--- src/hdl/spfr_pkg.sv ---
// Shared types and constants for the sensor poll frame receiver.
// Depends on nothing; imported by sensor_poll_frame_receiver, spfr_poll_checker and the testbench.
package spfr_pkg;

  localparam int BUFFER_DEPTH = 20;  // bytes counted per reply, 10..31
  localparam int FRAME_BYTES  = 10;  // length of a valid measurement frame, 7..20

  localparam logic [31:0] PERIOD_RST  = 32'd10000;
  localparam logic [15:0] FIRST_RST   = 16'd1000;
  localparam logic [15:0] GAP_RST     = 16'd50;

  // register index, taken from paddr[3:2]
  localparam logic [1:0] REG_PERIOD = 2'd0;
  localparam logic [1:0] REG_FIRST  = 2'd1;
  localparam logic [1:0] REG_GAP    = 2'd2;

  // input beat kind
  localparam logic OP_TICK = 1'b0;
  localparam logic OP_BYTE = 1'b1;

  // phase of a result record; TX phases 0..2, close event at 3
  localparam logic [1:0] PH_FIRST_TX = 2'd0;
  localparam logic [1:0] PH_LAST_TX  = 2'd2;
  localparam logic [1:0] PH_CLOSE    = 2'd3;

  typedef enum logic [1:0] {
    EV_TX      = 2'd0,
    EV_MEAS    = 2'd1,
    EV_BADLEN  = 2'd2,
    EV_NOREPLY = 2'd3
  } spfr_event_t;

  // results caused by one input beat
  typedef struct packed {
    logic        req;     // three command bytes
    logic        cls;     // one frame close event
    spfr_event_t cls_ev;
    logic [31:0] dose;
    logic [4:0]  len;
  } spfr_rec_t;

  function automatic logic [7:0] cmd_byte(input logic [1:0] idx);
    logic [7:0] b;
    case (idx)
      2'd0:    b = 8'h55;
      2'd1:    b = 8'hAA;
      default: b = 8'h01;
    endcase
    return b;
  endfunction

endpackage

--- src/hdl/sensor_poll_frame_receiver.sv ---
// Top level: sensor poll frame receiver, stream in/out plus APB-style config; uses spfr_pkg.
// An accepted beat's first result beat is registered and shown in the cycle after it when both result
//   slots are empty; a beat parked in the spare slot waits until the active record drains.
// Takes one input beat per cycle while the spare result slot is empty; a beat yields 0..4 result
//   beats, sent one per cycle while out_tready is high, through the single output port.
// Reset (synchronous, rst_n low): timers, byte count and wait flag to zero, regs to defaults.
module sensor_poll_frame_receiver
  import spfr_pkg::*;
(
  input  logic        clk,
  input  logic        rst_n,
  // input stream
  input  logic        in_tvalid,
  output logic        in_tready,
  input  logic [7:0]  in_tdata,   // [7:0] rx_byte
  input  logic        in_tuser,   // [0] operation
  // result stream
  output logic        out_tvalid,
  input  logic        out_tready,
  output logic [47:0] out_tdata,  // [7:0] tx_byte, [39:8] dose_hundredths, [44:40] frame_length
  output logic [1:0]  out_tuser,  // [1:0] event_res
  output logic        out_tlast,
  // configuration
  input  logic        cfg_psel,
  input  logic        cfg_penable,
  input  logic        cfg_pwrite,
  input  logic [3:0]  cfg_paddr,
  input  logic [31:0] cfg_pwdata,
  output logic [31:0] cfg_prdata,
  output logic        cfg_pready
);

  // ---------------------------------------------------------------- config
  logic [31:0] period_r;
  logic [15:0] first_to_r;
  logic [15:0] gap_to_r;
  logic        cfg_wr;

  assign cfg_pready = 1'b1;
  assign cfg_wr     = cfg_psel & cfg_penable & cfg_pwrite & cfg_pready;

  always_ff @(posedge clk) begin
    if (!rst_n) begin
      period_r   <= PERIOD_RST;
      first_to_r <= FIRST_RST;
      gap_to_r   <= GAP_RST;
    end else if (cfg_wr) begin
      case (cfg_paddr[3:2])
        REG_PERIOD: period_r   <= cfg_pwdata;
        REG_FIRST:  first_to_r <= cfg_pwdata[15:0];
        REG_GAP:    gap_to_r   <= cfg_pwdata[15:0];
        default: ;
      endcase
    end
  end

  always_comb begin
    case (cfg_paddr[3:2])
      REG_PERIOD: cfg_prdata = period_r;
      REG_FIRST:  cfg_prdata = {16'd0, first_to_r};
      REG_GAP:    cfg_prdata = {16'd0, gap_to_r};
      default:    cfg_prdata = 32'd0;
    endcase
  end

  // ---------------------------------------------------------------- poll state
  logic [31:0] time_r, time_nxt;
  logic [31:0] req_time_r, req_time_nxt;
  logic [31:0] lbt_r, lbt_nxt;            // last byte time stamp
  logic [4:0]  bc_r, bc_nxt;              // byte count
  logic        wait_r, wait_nxt;          // waiting for reply
  logic [7:0]  vb_r [4];                  // frame bytes 3..6
  logic [7:0]  vb_nxt [4];
  spfr_rec_t   rec;
  logic        in_acc;
  logic [1:0]  vidx;

  assign in_acc = in_tvalid & in_tready;
  assign vidx   = 2'(bc_r - 5'd3);

  // One beat's whole step: tick/byte handling, then the close check.
  always_comb begin
    time_nxt     = time_r;
    req_time_nxt = req_time_r;
    lbt_nxt      = lbt_r;
    bc_nxt       = bc_r;
    wait_nxt     = wait_r;
    for (int i = 0; i < 4; i++) vb_nxt[i] = vb_r[i];
    rec          = '0;
    rec.cls_ev   = EV_TX;

    if (in_tuser == OP_TICK) begin
      time_nxt = time_r + 32'd1;
      if ((time_nxt - req_time_r) >= period_r) begin
        req_time_nxt = time_nxt;
        bc_nxt       = 5'd0;
        wait_nxt     = 1'b1;
        lbt_nxt      = 32'd0;
        rec.req      = 1'b1;
      end
    end else begin
      if (bc_r < 5'(BUFFER_DEPTH)) begin
        if (bc_r >= 5'd3 && bc_r <= 5'd6) vb_nxt[vidx] = in_tdata;
        bc_nxt = bc_r + 5'd1;
      end
      lbt_nxt = time_r;  // stamped even when the buffer is full
    end

    if (wait_nxt) begin
      if (bc_nxt == 5'd0) begin
        if ((time_nxt - req_time_nxt) >= {16'd0, first_to_r}) begin
          rec.cls    = 1'b1;
          rec.cls_ev = EV_NOREPLY;
          wait_nxt   = 1'b0;
        end
      end else if ((time_nxt - lbt_nxt) >= {16'd0, gap_to_r}) begin
        rec.cls = 1'b1;
        rec.len = bc_nxt;
        if (bc_nxt == 5'(FRAME_BYTES)) begin
          rec.cls_ev = EV_MEAS;
          rec.dose   = {vb_nxt[3], vb_nxt[2], vb_nxt[1], vb_nxt[0]};
        end else begin
          rec.cls_ev = EV_BADLEN;
        end
        bc_nxt   = 5'd0;
        wait_nxt = 1'b0;
      end
    end
  end

  always_ff @(posedge clk) begin
    if (!rst_n) begin
      time_r     <= 32'd0;
      req_time_r <= 32'd0;
      lbt_r      <= 32'd0;
      bc_r       <= 5'd0;
      wait_r     <= 1'b0;
      for (int i = 0; i < 4; i++) vb_r[i] <= 8'd0;
    end else if (in_acc) begin
      time_r     <= time_nxt;
      req_time_r <= req_time_nxt;
      lbt_r      <= lbt_nxt;
      bc_r       <= bc_nxt;
      wait_r     <= wait_nxt;
      for (int i = 0; i < 4; i++) vb_r[i] <= vb_nxt[i];
    end
  end

  // ---------------------------------------------------------------- result buffer
  // cur: record being sent, ph_r = phase of the beat on the port.
  // nxt: spare slot, filled while cur is still draining.
  spfr_rec_t  cur_r, nxt_r;
  logic       cur_vld_r, nxt_vld_r;
  logic [1:0] ph_r;
  logic [1:0] ph_end;
  logic [1:0] ph_start_new, ph_start_nxt;
  logic       has_res;
  logic       beat_out;
  logic       cur_done;
  logic       cur_free;

  assign has_res      = rec.req | rec.cls;
  assign ph_end       = cur_r.cls ? PH_CLOSE : PH_LAST_TX;
  assign ph_start_new = rec.req ? PH_FIRST_TX : PH_CLOSE;
  assign ph_start_nxt = nxt_r.req ? PH_FIRST_TX : PH_CLOSE;
  assign beat_out     = out_tvalid & out_tready;
  assign cur_done     = beat_out & (ph_r == ph_end);
  assign cur_free     = ~cur_vld_r | cur_done;
  assign in_tready    = ~nxt_vld_r;

  always_ff @(posedge clk) begin
    if (!rst_n) begin
      cur_vld_r <= 1'b0;
      nxt_vld_r <= 1'b0;
      ph_r      <= PH_FIRST_TX;
    end else if (cur_free) begin
      if (nxt_vld_r) begin
        cur_r     <= nxt_r;
        cur_vld_r <= 1'b1;
        nxt_vld_r <= 1'b0;
        ph_r      <= ph_start_nxt;
      end else if (in_acc && has_res) begin
        cur_r     <= rec;
        cur_vld_r <= 1'b1;
        ph_r      <= ph_start_new;
      end else begin
        cur_vld_r <= 1'b0;
      end
    end else begin
      if (beat_out) ph_r <= ph_r + 2'd1;
      if (in_acc && has_res) begin
        nxt_r     <= rec;
        nxt_vld_r <= 1'b1;
      end
    end
  end

  // ---------------------------------------------------------------- output
  always_comb begin
    out_tvalid = cur_vld_r;
    out_tlast  = (ph_r == ph_end);
    if (ph_r == PH_CLOSE) begin
      out_tuser = cur_r.cls_ev;
      out_tdata = {3'd0, cur_r.len, cur_r.dose, 8'd0};
    end else begin
      out_tuser = EV_TX;
      out_tdata = {3'd0, 5'd0, 32'd0, cmd_byte(ph_r)};
    end
  end

  // ---------------------------------------------------------------- checks
  a_phase_bound: assert property (@(posedge clk) disable iff (!rst_n)
    cur_vld_r |-> (ph_r <= ph_end))
    else $error("result phase ran past the record end");

  a_spare_needs_cur: assert property (@(posedge clk) disable iff (!rst_n)
    nxt_vld_r |-> cur_vld_r)
    else $error("spare slot filled while active slot empty");

  a_meas_len: assert property (@(posedge clk) disable iff (!rst_n)
    (out_tvalid && out_tuser == EV_MEAS) |-> (out_tdata[44:40] == 5'(FRAME_BYTES)))
    else $error("measurement with wrong frame length");

  a_close_clears_wait: assert property (@(posedge clk) disable iff (!rst_n)
    (in_acc && rec.cls) |=> !wait_r && (bc_r == 5'd0))
    else $error("frame close left receiver waiting");

endmodule

--- config.mk ---
export PLATFORM = sky130hd
export DESIGN_NAME = sensor_poll_frame_receiver
export DESIGN_NICKNAME = d
export VERILOG_FILES = /design/src/hdl/spfr_pkg.sv /design/src/hdl/sensor_poll_frame_receiver.sv
export SDC_FILE = /design/constraint.sdc
export NUM_CORES = 1
export LEC_CHECK = 0
export ABC_AREA = 1
export BUFFER_PORTS_ARGS = -buffer_cell sky130_fd_sc_hd__clkbuf_2
export CAP_MARGIN = 20
export CORE_ASPECT_RATIO = 1.75
export CORE_UTILIZATION = 55
export DETAILED_ROUTE_END_ITERATION = 10
export GPL_TIMING_DRIVEN = 0
export PLACE_DENSITY = 0.73
export SYNTH_ARGS = -nofsm -noshare
export SYNTH_HDL_FRONTEND = slang
export SYNTH_SLANG_ARGS = --single-unit
--- constraint.sdc ---
create_clock -name clk -period 13.7 [get_ports clk]
set_input_delay 2.74 -clock clk [delete_from_list [all_inputs] [get_ports clk]]
set_output_delay 2.74 -clock clk [all_outputs]
set_load 0.02 [all_outputs]
==> summary.txt, run 1 <==
Pwr
  • Leakage: approximately 0.011 uW
  • PwrDens: approximately 140 nW/um^2
  • Worst VDD drop: around 0.00011 V

Worst setup path
  • Worst-path maximum fanout: 25
  • CP required: roughly 14 ns
  • Slowest stage delay, CP: between 0.8 and 0.9 ns
  • Worst Setup End Kind: flop
  • CP Launch Type: flop
  • R2r worst-path depth: just under 60
  • WS Path Type: flop to flop
  • R2R Path Start: time_r[0]
  • Reg2reg setup slack: between 0.9 and 1 ns
  • Crit path arrival time: about 13 ns
  • Capturing point of the worst reg2reg path: cur_r[4]
  • Most frequent CP cell: nand2_1
  • Slowest-stage cell, CP: clkbuf_1

Clocking
  • CTS Buf Count: 27
  • Clock buffer depth: 3
  • CTS tree: done
  • Worst-Skew Late Latency: between 0.5 and 0.6 ns
  • Post-CTS Setup Inserts: 0
  • # resized after CTS: 0
  • Hold buffer count at CTS: 0
  • Clock slew at reported path FFs: 0.07 ns
  • Root Buffer: clkbuf_16
  • Clk sink count: about 280
  • H-tree Lvls: 1

Layout
  • Nets: 3408
  • Most common cell after layout, fill and taps aside: nand2_1
  • Fillers: 3494
  • Ant. Diodes: 0
  • Commonest non-fill, non-tap cells in the layout: nand2_1 (780), inv_1 (494), nor2_1 (270), a21oi_1 (192), o21ai_0 (191)
  • Synth-to-Final Area Change: 11.03%
  • Layout cells sized above 1: 0.07822

Flow run
  • Max Cap Viol: 0

Synthesis
  • Syn_area_per_cell: between 6 and 7 sq um
  • Sequential share of the synthesized area: 0.3277
  • Syn. warnings: 0
  • Post-synthesis instance area: ~21000 sq um
  • Number of synthesized flops with an enable pin: roughly 110
  • FFs w/ async S/R, synth: 0
  • Synth Register Bits: between 200 and 300
  • Main flop type after synthesis: dfxtp_1
  • Netlist cell types: 53
  • Post-synthesis cell count: between 3000 and 4000

Place
  • Routability congestion estimate: roughly 1.1
  • I/O Buffers: 130
  • DP Worst Slack: 1.489 ns
  • Post-DP HPWL: between 60000 and 70000 um

Floorplanning
  • Die Height: 258.9 um
  • Site Rows: just over 90
  • Initial Util: 0.5605
  • Core area: ~37000 sq um
  • Die Area: 38520 sq um
  • I/O Pins: about 140
  • Die extent in x: about 150 um

Routing
  • Antenna viol nets, final: 0
  • Residual DRC: 0
  • Vias per inst: 5.745
  • Pre-Repair DR Iteration Count: 6
  • Initial DRC count: about 1600
  • Routed WL: approximately 78000 um
  • Per-cell routed wire length: ~21 um
  • Via count: about 21000

Status
  • Status: complete, no violations

STA
  • Achievable Freq: between 70 and 80 MHz
  • RSZ-0062 raised after global routing: no
  • Setup TNS: 0 ns
  • Fin. Hold Viols: 0
  • Fin. max-slew vios: 0
  • Period utilisation layout: 0.9328
  • Slew headroom: 0.2667
  • Period minus WS final: approximately 13 ns
  • # setup viols final: 0
  • Final worst slack: between 0.9 and 1 ns
  • Pin slew with the least headroom to its limit: ~1.1 ns
  • Clk_skew: 0.03347 ns

Global route
  • Initial antenna violation count: 2
  • Total GRT Usage: 0.4007
  • Vias in the first global route: between 20000 and 25000
  • Total gr overflow: 0
  • First-pass GRT wire length: about 120000 um
  • Largest net degree at the start of global routing: 39

Hold path
  • Worst Hold Path Cells: 2
  • Hold Crit Class: flop to flop
  • Worst hold path startpoint: lbt_r[31]
  • Hold EP: lbt_r[31]
==> worst max-delay path by stage <==
stage / start / endpoint / slack (ns) / depth (start not counted)
floorplan: time_r[0] / nxt_r[0] / 2.82 / 59
global placement: time_r[0] / nxt_r[1] / -2.00 / 55
detailed placement: time_r[0] / cur_r[2] / 1.49 / 65
CTS: time_r[0] / cur_r[39] / 1.42 / 65
global route: time_r[0] / cur_r[39] / 0.34 / 65
finish: time_r[0] / cur_r[4] / 0.92 / 58
==> through the flow <==
step | instance area [sq um] | util | hold slack (ns) | std cells | power, uW
3_3_place_gp | 21990 | 0.5943 | 0.4610 | 3631 | 2343
5_1_grt | 23030 | 0.6223 | 0.4995 | 3684 | 3388
6_report | 23030 | 0.6223 | 0.4804 | 3684 | 3241
2_1_floorplan | 20750 | - | 0.4452 | 3026 | 1892
3_5_place_dp | 22090 | 0.5969 | 0.4648 | 3634 | 2393
4_1_cts | 23030 | 0.6223 | 0.4739 | 3684 | 3203
==> sequential cells by signal (all words and copies together), names as in the netlist <==
| register | cells |
|---|---|
| out_tvalid | 1 |
| period_r | 32 |
| wait_r | 1 |
| cur_r | 40 |
| vb_r | 32 |
| lbt_r | 32 |
| gap_to_r | 16 |
| first_to_r | 16 |
| bc_r | 5 |
| time_r | 32 |
| nxt_r | 41 |
| ph_r | 2 |
| req_time_r | 32 |
| nxt_vld_r | 1 |
==> metal layers <==
metal  GRT usage  wire (um)  vias up
met4      0.3855       8540        2
li1            -          -    10170
met2      0.7330      39010      939
met5           0         13        -
met3     0.04155       4039      338
met1      0.3835      25940     9718
==> cell families (layout without fill, tap and decap cells) <==
kind of cell,count (synthesis),after routing,share of synthesized area
AO/OA/AOI/OAI,566,566,0.1550
AND/OR/NAND/NOR,1286,1286,0.2551
other,2,4,0.0003621
buffers and inverters,614,797,0.1137
multiplexers,11,11,0.005973
adder cells (fa/ha/maj),168,168,0.1024
flip-flops,283,283,0.3277
XOR/XNOR,94,94,0.03970
==> cells in the mapped netlist, drive strengths merged (2+ instances only) <==
library cell,count,share of area
edfxtp,113,0.16
dfxtp,170,0.16
o32ai,5,0.0021
mux2,11,0.0060
a211oi,3,0.0011
nand3b,4,0.0014
buf,25,0.0071
o21bai,11,0.0040
o2111ai,3,0.0013
and2,4,0.0012
clkbuf,80,0.014
nand3,131,0.033
o21a,7,0.0025
a21o,5,0.0018
nor3,31,0.0085
inv,506,0.092
a221oi,2,0.00084
a21oi,192,0.046
fa,3,0.0029
o31ai,29,0.010
conb,2,0.00036
nand2,788,0.14
nand4,32,0.0097
nor2,288,0.055
a21boi,4,0.0014
nor4,5,0.0015
ha,165,0.10
o211ai,16,0.0058
xnor2,14,0.0059
xor2,80,0.034
o221ai,17,0.0072
a31oi,2,0.00060
o21ai,204,0.049
o22ai,63,0.019
clkinv,3,0.00054
==> critical path: cells and delay by family, from the launching register on <==
family	cells	cell delay, ns
compound gates	12	3.75
xor+xnor	3	0.60
fa+ha+maj	4	1.38
buf+inv	8	1.95
flops	1	0.42
simple gates	31	4.30
==> area by class of cell <==
cell class	instances	area (sq um)	area share
Multi-Input combinational cell	2129	11610	0.5043
Sequential cell	283	6797	0.2951
Inverter	509	1911	0.08297
Clock buffer	35	726.9	0.03157
Timing Repair Buffer	133	725.7	0.03151
Tap cell	475	594.3	0.02581
Buffer	105	447.9	0.01945
Clock inverter	15	214.0	0.009291
==> report_power, final <==
group	internal [uW]	total, uW	switching, uW
logic	399	1430	1030
registers	963	991	27.6
clock network	470	823	353
total	1830	3240	1410
No activity file was read; power rests on OpenSTA's default activity.
==> run 2: changes to the inputs <==
--- a/config.mk
+++ b/config.mk
@@ -13,6 +13,7 @@
 export DETAILED_ROUTE_END_ITERATION = 10
 export GPL_TIMING_DRIVEN = 0
 export PLACE_DENSITY = 0.73
+export RECOVER_POWER = 100
 export SYNTH_ARGS = -nofsm -noshare
 export SYNTH_HDL_FRONTEND = slang
 export SYNTH_SLANG_ARGS = --single-unit
==> run 2 against run 1 <==
  * The run now ends with capacitance limit, slew limit left
  * Combinational power about the same
  * Die area unchanged
  * First-iteration DRC count up 0.89%
  * Highest routed layer unchanged
  * Sequential share of layout area up 0.22 points
==> summary.txt, run 2 (synthesized netlist as in run 1, its figures left out) <==
Floorplanning
  • Site Rows: 93 (unchanged)
  • Core area: 37000 sq um (unchanged)
  • Die Area: 38520 sq um (unchanged)
  • Die Height: 258.9 um (unchanged)
  • Initial Util: 0.5605 (unchanged)
  • Die extent in x: 148.8 um (unchanged)
  • I/O Pins: 138 (unchanged)

STA
  • Pin slew with the least headroom to its limit: 2.390 ns (+1.290 ns)
  • Final worst slack: 0.8546 ns (-0.06651 ns)
  • Fin. Hold Viols: 0 (unchanged)
  • Achievable Freq: 77.85 MHz (-0.52%)
  • RSZ-0062 raised after global routing: no
  • Fin. max-slew vios: 39 (+39)
  • Clk_skew: 0.03571 ns (+0.002238 ns)
  • Period utilisation layout: 0.9376 (+0.004855)
  • Period minus WS final: 12.85 ns (+0.06651 ns)
  • Setup TNS: 0 ns (unchanged)
  • Slew headroom: -0.5933 (-0.8601)
  • # setup viols final: 0 (unchanged)

Worst setup path
  • WS Path Type: flop to flop
  • CP Buf/Inv Count: 9 (+1)
  • R2r worst-path depth: 65 (+12%)
  • Slowest stage delay, CP: 0.82 ns (about the same)
  • CP Launch Type: flop
  • Reg2reg setup slack: 0.85 ns (-0.07 ns)
  • Slowest-stage cell, CP: clkbuf_1
  • Most frequent CP cell: nand2_1
  • CP required: 13.96 ns (about the same)
  • Worst Setup End Kind: flop
  • Capturing point of the worst reg2reg path: cur_r[4]
  • Crit path arrival time: 13.11 ns (+0.07 ns)
  • Worst-path maximum fanout: 25 (unchanged)
  • R2R Path Start: time_r[0]
  • Largest delay contributor family on the critical path: simple AND/OR/NAND/NOR gates

Layout
  • Biggest regs: nxt_r: 41 flops, cur_r: 40 flops
  • Most common cell after layout, fill and taps aside: nand2_1
  • Nets: 3408 (unchanged)
  • Max reg flops: 41 (unchanged)
  • Layout cells sized above 1: 0.04581 (-0.03241)
  • Ant. Diodes: 0 (unchanged)
  • Commonest non-fill, non-tap cells in the layout: nand2_1 (782), inv_1 (498), nor2_1 (278), o21ai_0 (197), a21oi_1 (192)
  • Synth-to-Final Area Change: 10.21%
  • Post-route design area: 22860 sq um (-0.74%)
  • Biggest register: nxt_r

Routing
  • Vias per inst: 5.747 (about the same)
  • Pre-Repair DR Iteration Count: 7 (+1)
  • Routed WL: 77570 um (about the same)
  • Per-cell routed wire length: 21.06 um (about the same)
  • Initial DRC count: 1580 (+0.89%)
  • Residual DRC: 0 (unchanged)
  • Antenna viol nets, final: 0 (unchanged)
  • Via count: 21170 (+0.033%)

Hold path
  • Worst Hold Path Cells: 2 (unchanged)
  • Hold Crit Class: flop to flop
  • Worst hold path startpoint: lbt_r[31]
  • Hold EP: lbt_r[31]

Global route
  • Largest net degree at the start of global routing: 39 (unchanged)
  • First-pass GRT wire length: 115000 um (unchanged)
  • Vias in the first global route: 20920 (unchanged)
  • Total gr overflow: 0 (unchanged)
  • Total GRT Usage: 0.4007 (unchanged)
  • Initial antenna violation count: 2 (unchanged)

Clocking
  • Hold buffer count at CTS: 0 (unchanged)
  • Clock slew at reported path FFs: 0.07 ns (about the same)
  • Root Buffer: clkbuf_16
  • Clk sink count: 283 (unchanged)
  • Clock buffer depth: 3 (unchanged)
  • Post-CTS Setup Inserts: 0 (unchanged)
  • CTS Buf Count: 27 (unchanged)
  • Worst-Skew Late Latency: 0.59 ns (about the same)
  • CTS tree: done
  • # resized after CTS: 0 (unchanged)
  • H-tree Lvls: 1 (unchanged)

Place
  • DP Worst Slack: 1.489 ns (unchanged)
  • I/O Buffers: 130 (unchanged)
  • Routability congestion estimate: 1.054 (unchanged)
  • Placed cell area: 22090 sq um (unchanged)
  • Post-DP HPWL: 63860 um (unchanged)

Status
  • Failing checks: capacitance limit, slew limit
  • Status: complete, but fails checks

Pwr
  • PwrDens: 141.1 nW/um^2 (+0.27%)
  • Leakage: 0.01096 uW (-2.8%)
  • Worst VDD drop: 0.0001071 V (-0.53%)

Flow run
  • Max Cap Viol: 1 (+1)
## run 2: changes by cell type in the layout (fill, tap and decap cells not counted), moves of 2 or more
cell / change
clkbuf_1: +94
clkbuf_2: -85
nor2_1: +8
nor2_2: -8
o21ai_0: +6
o21ai_1: -6
buf_1: -5
inv_1: +4
inv_2: -4
buf_2: -2
nand2_1: +2
## run 2: power breakdown
part / total, uW / switching [uW] / internal, uW / leakage, uW
Clock: 824 / 353 / 470 / 0.000458
Sequential: 991 / 27.5 / 964 / 0.00252
Combinational: 1410 / 1020 / 387 / 0.00798
Total: 3230 / 1400 / 1820 / 0.0110
## run 2: cell type report
cell class	count	area, sq um
clock buffer	35	726.9
inverter	509	1911
timing repair buffer	133	604.3
multi-input combinational	2129	11580
buffer	105	432.9
clock inverter	15	214.0
fill	3570	14150
sequential	283	6797
tap	475	594.3
## run 2: how the worst max path moves through the flow
| stage | startpoint | to | slack [ns] | depth (start not counted) |
|---|---|---|---|---|
| after global routing | time_r[0] | cur_r[39] | 0.19 | 65 |
| after CTS | time_r[0] | cur_r[39] | 1.42 | 65 |
| after global placement | time_r[0] | nxt_r[1] | -2.00 | 55 |
| final | time_r[0] | cur_r[4] | 0.85 | 65 |
| after floorplan | time_r[0] | nxt_r[0] | 2.82 | 59 |
| after detailed placement | time_r[0] | cur_r[2] | 1.49 | 65 |
## run 2: worst reg2reg max path: cells and delay by family (launching register included)
kind / cells / cell delay [ns]
AOI/OAI and AO/OA: 8 / 2.19
xor gates and xnor gates: 2 / 0.31
adders and majority gates: 5 / 1.60
buffers and inverters: 9 / 2.02
DFF: 1 / 0.43
and+or+nand+nor: 41 / 5.97
## run 2: per-layer routing
layer  GRT usage  vias up  wire length [um]
met1      0.3835     9727             25800
met4      0.3855        2              8539
met3     0.04155      343              4179
li1            -    10170                 -
met5           0        -                13
met2      0.7330      933             39040
## run 2: through the flow
stage	hold WS (ns)	power, uW	utilization	std cells
after floorplan	0.4452	1892	-	3026
after global placement	0.4610	2343	0.5943	3631
after detailed placement	0.4648	2393	0.5969	3634
after CTS	0.4739	3203	0.6223	3684
after global routing	0.4995	3370	0.6177	3684
final	0.4814	3226	0.6177	3684
==> run 3: changes to the inputs <==
==> constraint.sdc (replaced) <==
create_clock -name clk -period 15.1 [get_ports clk]
set_input_delay 3.02 -clock clk [delete_from_list [all_inputs] [get_ports clk]]
set_output_delay 3.02 -clock clk [all_outputs]
set_load 0.02 [all_outputs]
==> run 3 against run 2 <==
  * The run still ends with capacitance limit, slew limit left
  * Largest power group unchanged
  * Clock-buffer cell count unchanged
  * Combinational power down 9%
  * Final cell count unchanged
  * Critical path type unchanged
  * Sequential power down 9.3%
  * Critical endpoint unchanged
==> summary.txt, run 3 (synthesized netlist as in run 1, its figures left out) <==
Status
  • Status: complete, but fails checks
  • Failing checks: capacitance limit, slew limit

STA
  • Fin. max-slew vios: 39 (unchanged)
  • Final Hold Slack: 0.4822 ns (+0.0007590 ns)
  • Final worst slack: 1.648 ns (+0.7930 ns)
  • RSZ-0062 raised after global routing: no
  • Setup TNS: 0 ns (unchanged)
  • Slew headroom: -0.6005 (-0.007198)
  • Achievable Freq: 74.34 MHz (-4.5%)
  • Fin. Hold Viols: 0 (unchanged)
  • Clk_skew: 0.03602 ns (+0.0003145 ns)
  • Period utilisation layout: 0.8909 (-0.04673)
  • Period minus WS final: 13.45 ns (+0.6070 ns)
  • Pin slew with the least headroom to its limit: 2.401 ns (+0.01080 ns)
  • # setup viols final: 0 (unchanged)

Floorplanning
  • Core area: 37000 sq um (unchanged)
  • Die extent in x: 148.8 um (unchanged)
  • Initial Util: 0.5605 (unchanged)
  • Die Height: 258.9 um (unchanged)
  • Site Rows: 93 (unchanged)
  • Die Area: 38520 sq um (unchanged)
  • I/O Pins: 138 (unchanged)

Place
  • Cell count after placement: 3634 (unchanged)
  • Routability congestion estimate: 1.054 (unchanged)
  • DP Worst Slack: 2.889 ns (+1.400 ns)
  • Post-DP HPWL: 63860 um (unchanged)
  • I/O Buffers: 130 (unchanged)

Pwr
  • Flop pwr share: 0.307 (about the same)
  • Comb pwr share: 0.437 (about the same)
  • Clock share of power: 0.256 (about the same)
  • Switching power: 1274 uW (-9.3%)
  • PwrDens: 128.0 nW/um^2 (-9.3%)
  • Pint: 1651 uW (-9.3%)
  • Sw Ratio: 0.4356 (about the same)
  • Leakage: 0.01094 uW (-0.15%)
  • Worst VDD drop: 0.00009736 V (-9.1%)

Worst setup path
  • Crit path arrival time: 13.71 ns (+0.60 ns)
  • Most frequent CP cell: nand2_1
  • R2R Path Start: time_r[0]
  • Worst-path maximum fanout: 25 (unchanged)
  • Slowest stage delay, CP: 0.85 ns (+0.03 ns)
  • Worst Setup End Kind: flop
  • Critical Path Source: time_r[0]
  • CP required: 15.36 ns (+1.40 ns)
  • CP Launch Type: flop
  • WS Path Type: flop to flop
  • Slowest-stage cell, CP: clkbuf_1
  • Reg2reg setup slack: 1.65 ns (+0.79 ns)

Layout
  • Most common cell after layout, fill and taps aside: nand2_1
  • Nets: 3408 (unchanged)
  • Commonest non-fill, non-tap cells in the layout: nand2_1 (783), inv_1 (498), nor2_1 (278), o21ai_0 (197), a21oi_1 (192)
  • Layout cells sized above 1: 0.04456 (-0.001246)
  • Synth-to-Final Area Change: 10.14% (about the same)
  • Final Util: 0.6173 (about the same)
  • Biggest register: nxt_r
  • Layout Cells excl Fill: 3684 (unchanged)
  • Biggest regs: nxt_r: 41 flops, cur_r: 40 flops
  • Max reg flops: 41 (unchanged)
  • Ant. Diodes: 0 (unchanged)

Clocking
  • # resized after CTS: 0 (unchanged)
  • Hold buffer count at CTS: 0 (unchanged)
  • Clock buffer depth: 3 (unchanged)
  • CTS tree: done
  • H-tree Lvls: 1 (unchanged)
  • Clock slew at reported path FFs: 0.07 ns (about the same)
  • Root Buffer: clkbuf_16
  • CTS Buf Count: 27 (unchanged)
  • Worst-Skew Late Latency: 0.59 ns (about the same)
  • Clk sink count: 283 (unchanged)
  • Post-CTS Setup Inserts: 0 (unchanged)

Global route
  • Total GRT Usage: 0.4007 (unchanged)
  • Vias in the first global route: 20920 (unchanged)
  • First-pass GRT wire length: 115000 um (unchanged)
  • Initial antenna violation count: 2 (unchanged)
  • Largest net degree at the start of global routing: 39 (unchanged)
  • Total gr overflow: 0 (unchanged)

Routing
  • Uppermost layer routed: met5
  • Metal-1 WL: 25600 um (-0.76%)
  • Residual DRC: 0 (unchanged)
  • Vias per inst: 5.760 (+0.23%)
  • Met3 WL: 4386 um (+5.0%)
  • Wire length on met2: 39070 um (about the same)
  • Via count: 21220 (+0.23%)
  • Initial DRC count: 1533 (-3.0%)
  • Antenna viol nets, final: 0 (unchanged)
  • Per-cell routed wire length: 21.07 um (about the same)
  • Routed WL: 77610 um (about the same)
  • Pre-Repair DR Iteration Count: 6 (-1)

Flow run
  • Max Cap Viol: 1 (unchanged)

Hold path
  • Hold Crit Class: flop to flop
  • Worst hold path startpoint: lbt_r[0]
-- run 3: area by class of cell --
cell class                 count  area, sq um
timing repair buffer         133        604.3
inverter                     509         1911
sequential                   283         6797
clock inverter                15        214.0
multi-input combinational   2129        11560
fill                        3570        14160
clock buffer                  35        726.9
buffer                       105        431.7
tap                          475        594.3
-- run 3: power groups by stage --
| stage | Clock [uW] | Combinational, uW | Sequential, uW |
|---|---|---|---|
| 2_1_floorplan | 0 | 805 | 911 |
| 3_3_place_gp | 0 | 1210 | 919 |
| 3_5_place_dp | 0 | 1260 | 915 |
| 4_1_cts | 744 | 1260 | 899 |
| 5_1_grt | 771 | 1380 | 904 |
| 6_report | 747 | 1280 | 899 |
-- run 3: per-layer routing --
layer | vias up | GRT usage
met3 | 341 | 0.04155
met2 | 995 | 0.7330
met1 | 9712 | 0.3835
li1 | 10170 | -
met5 | - | 0
met4 | 2 | 0.3855
-- run 3: per-stage QoR --
| step | area, sq um | power, uW |
|---|---|---|
| 6_report | 22840 | 2925 |
| 5_1_grt | 22840 | 3056 |
| 4_1_cts | 23030 | 2905 |
| 3_5_place_dp | 22090 | 2171 |
| 3_3_place_gp | 21990 | 2126 |
| 2_1_floorplan | 20750 | 1716 |
-- run 3: path summary, 6_finish.rpt --
check             endpoint  cells after the start
setup reg to reg  cur_r[4]                     63
hold / removal    lbt_r[0]                      2
setup / recovery  cur_r[4]                     63
hold reg to reg   lbt_r[0]                      2
-- run 3: worst max-delay path: cells and delay by family, from the launching register on --
family                   cells  cell delay [ns]
AND/OR/NAND/NOR             40             6.23
flip-flops                   1             0.43
XOR/XNOR                     2             0.31
adder cells (fa/ha/maj)      5             1.61
buffers and inverters       10             2.54
AO/OA/AOI/OAI                6             1.93
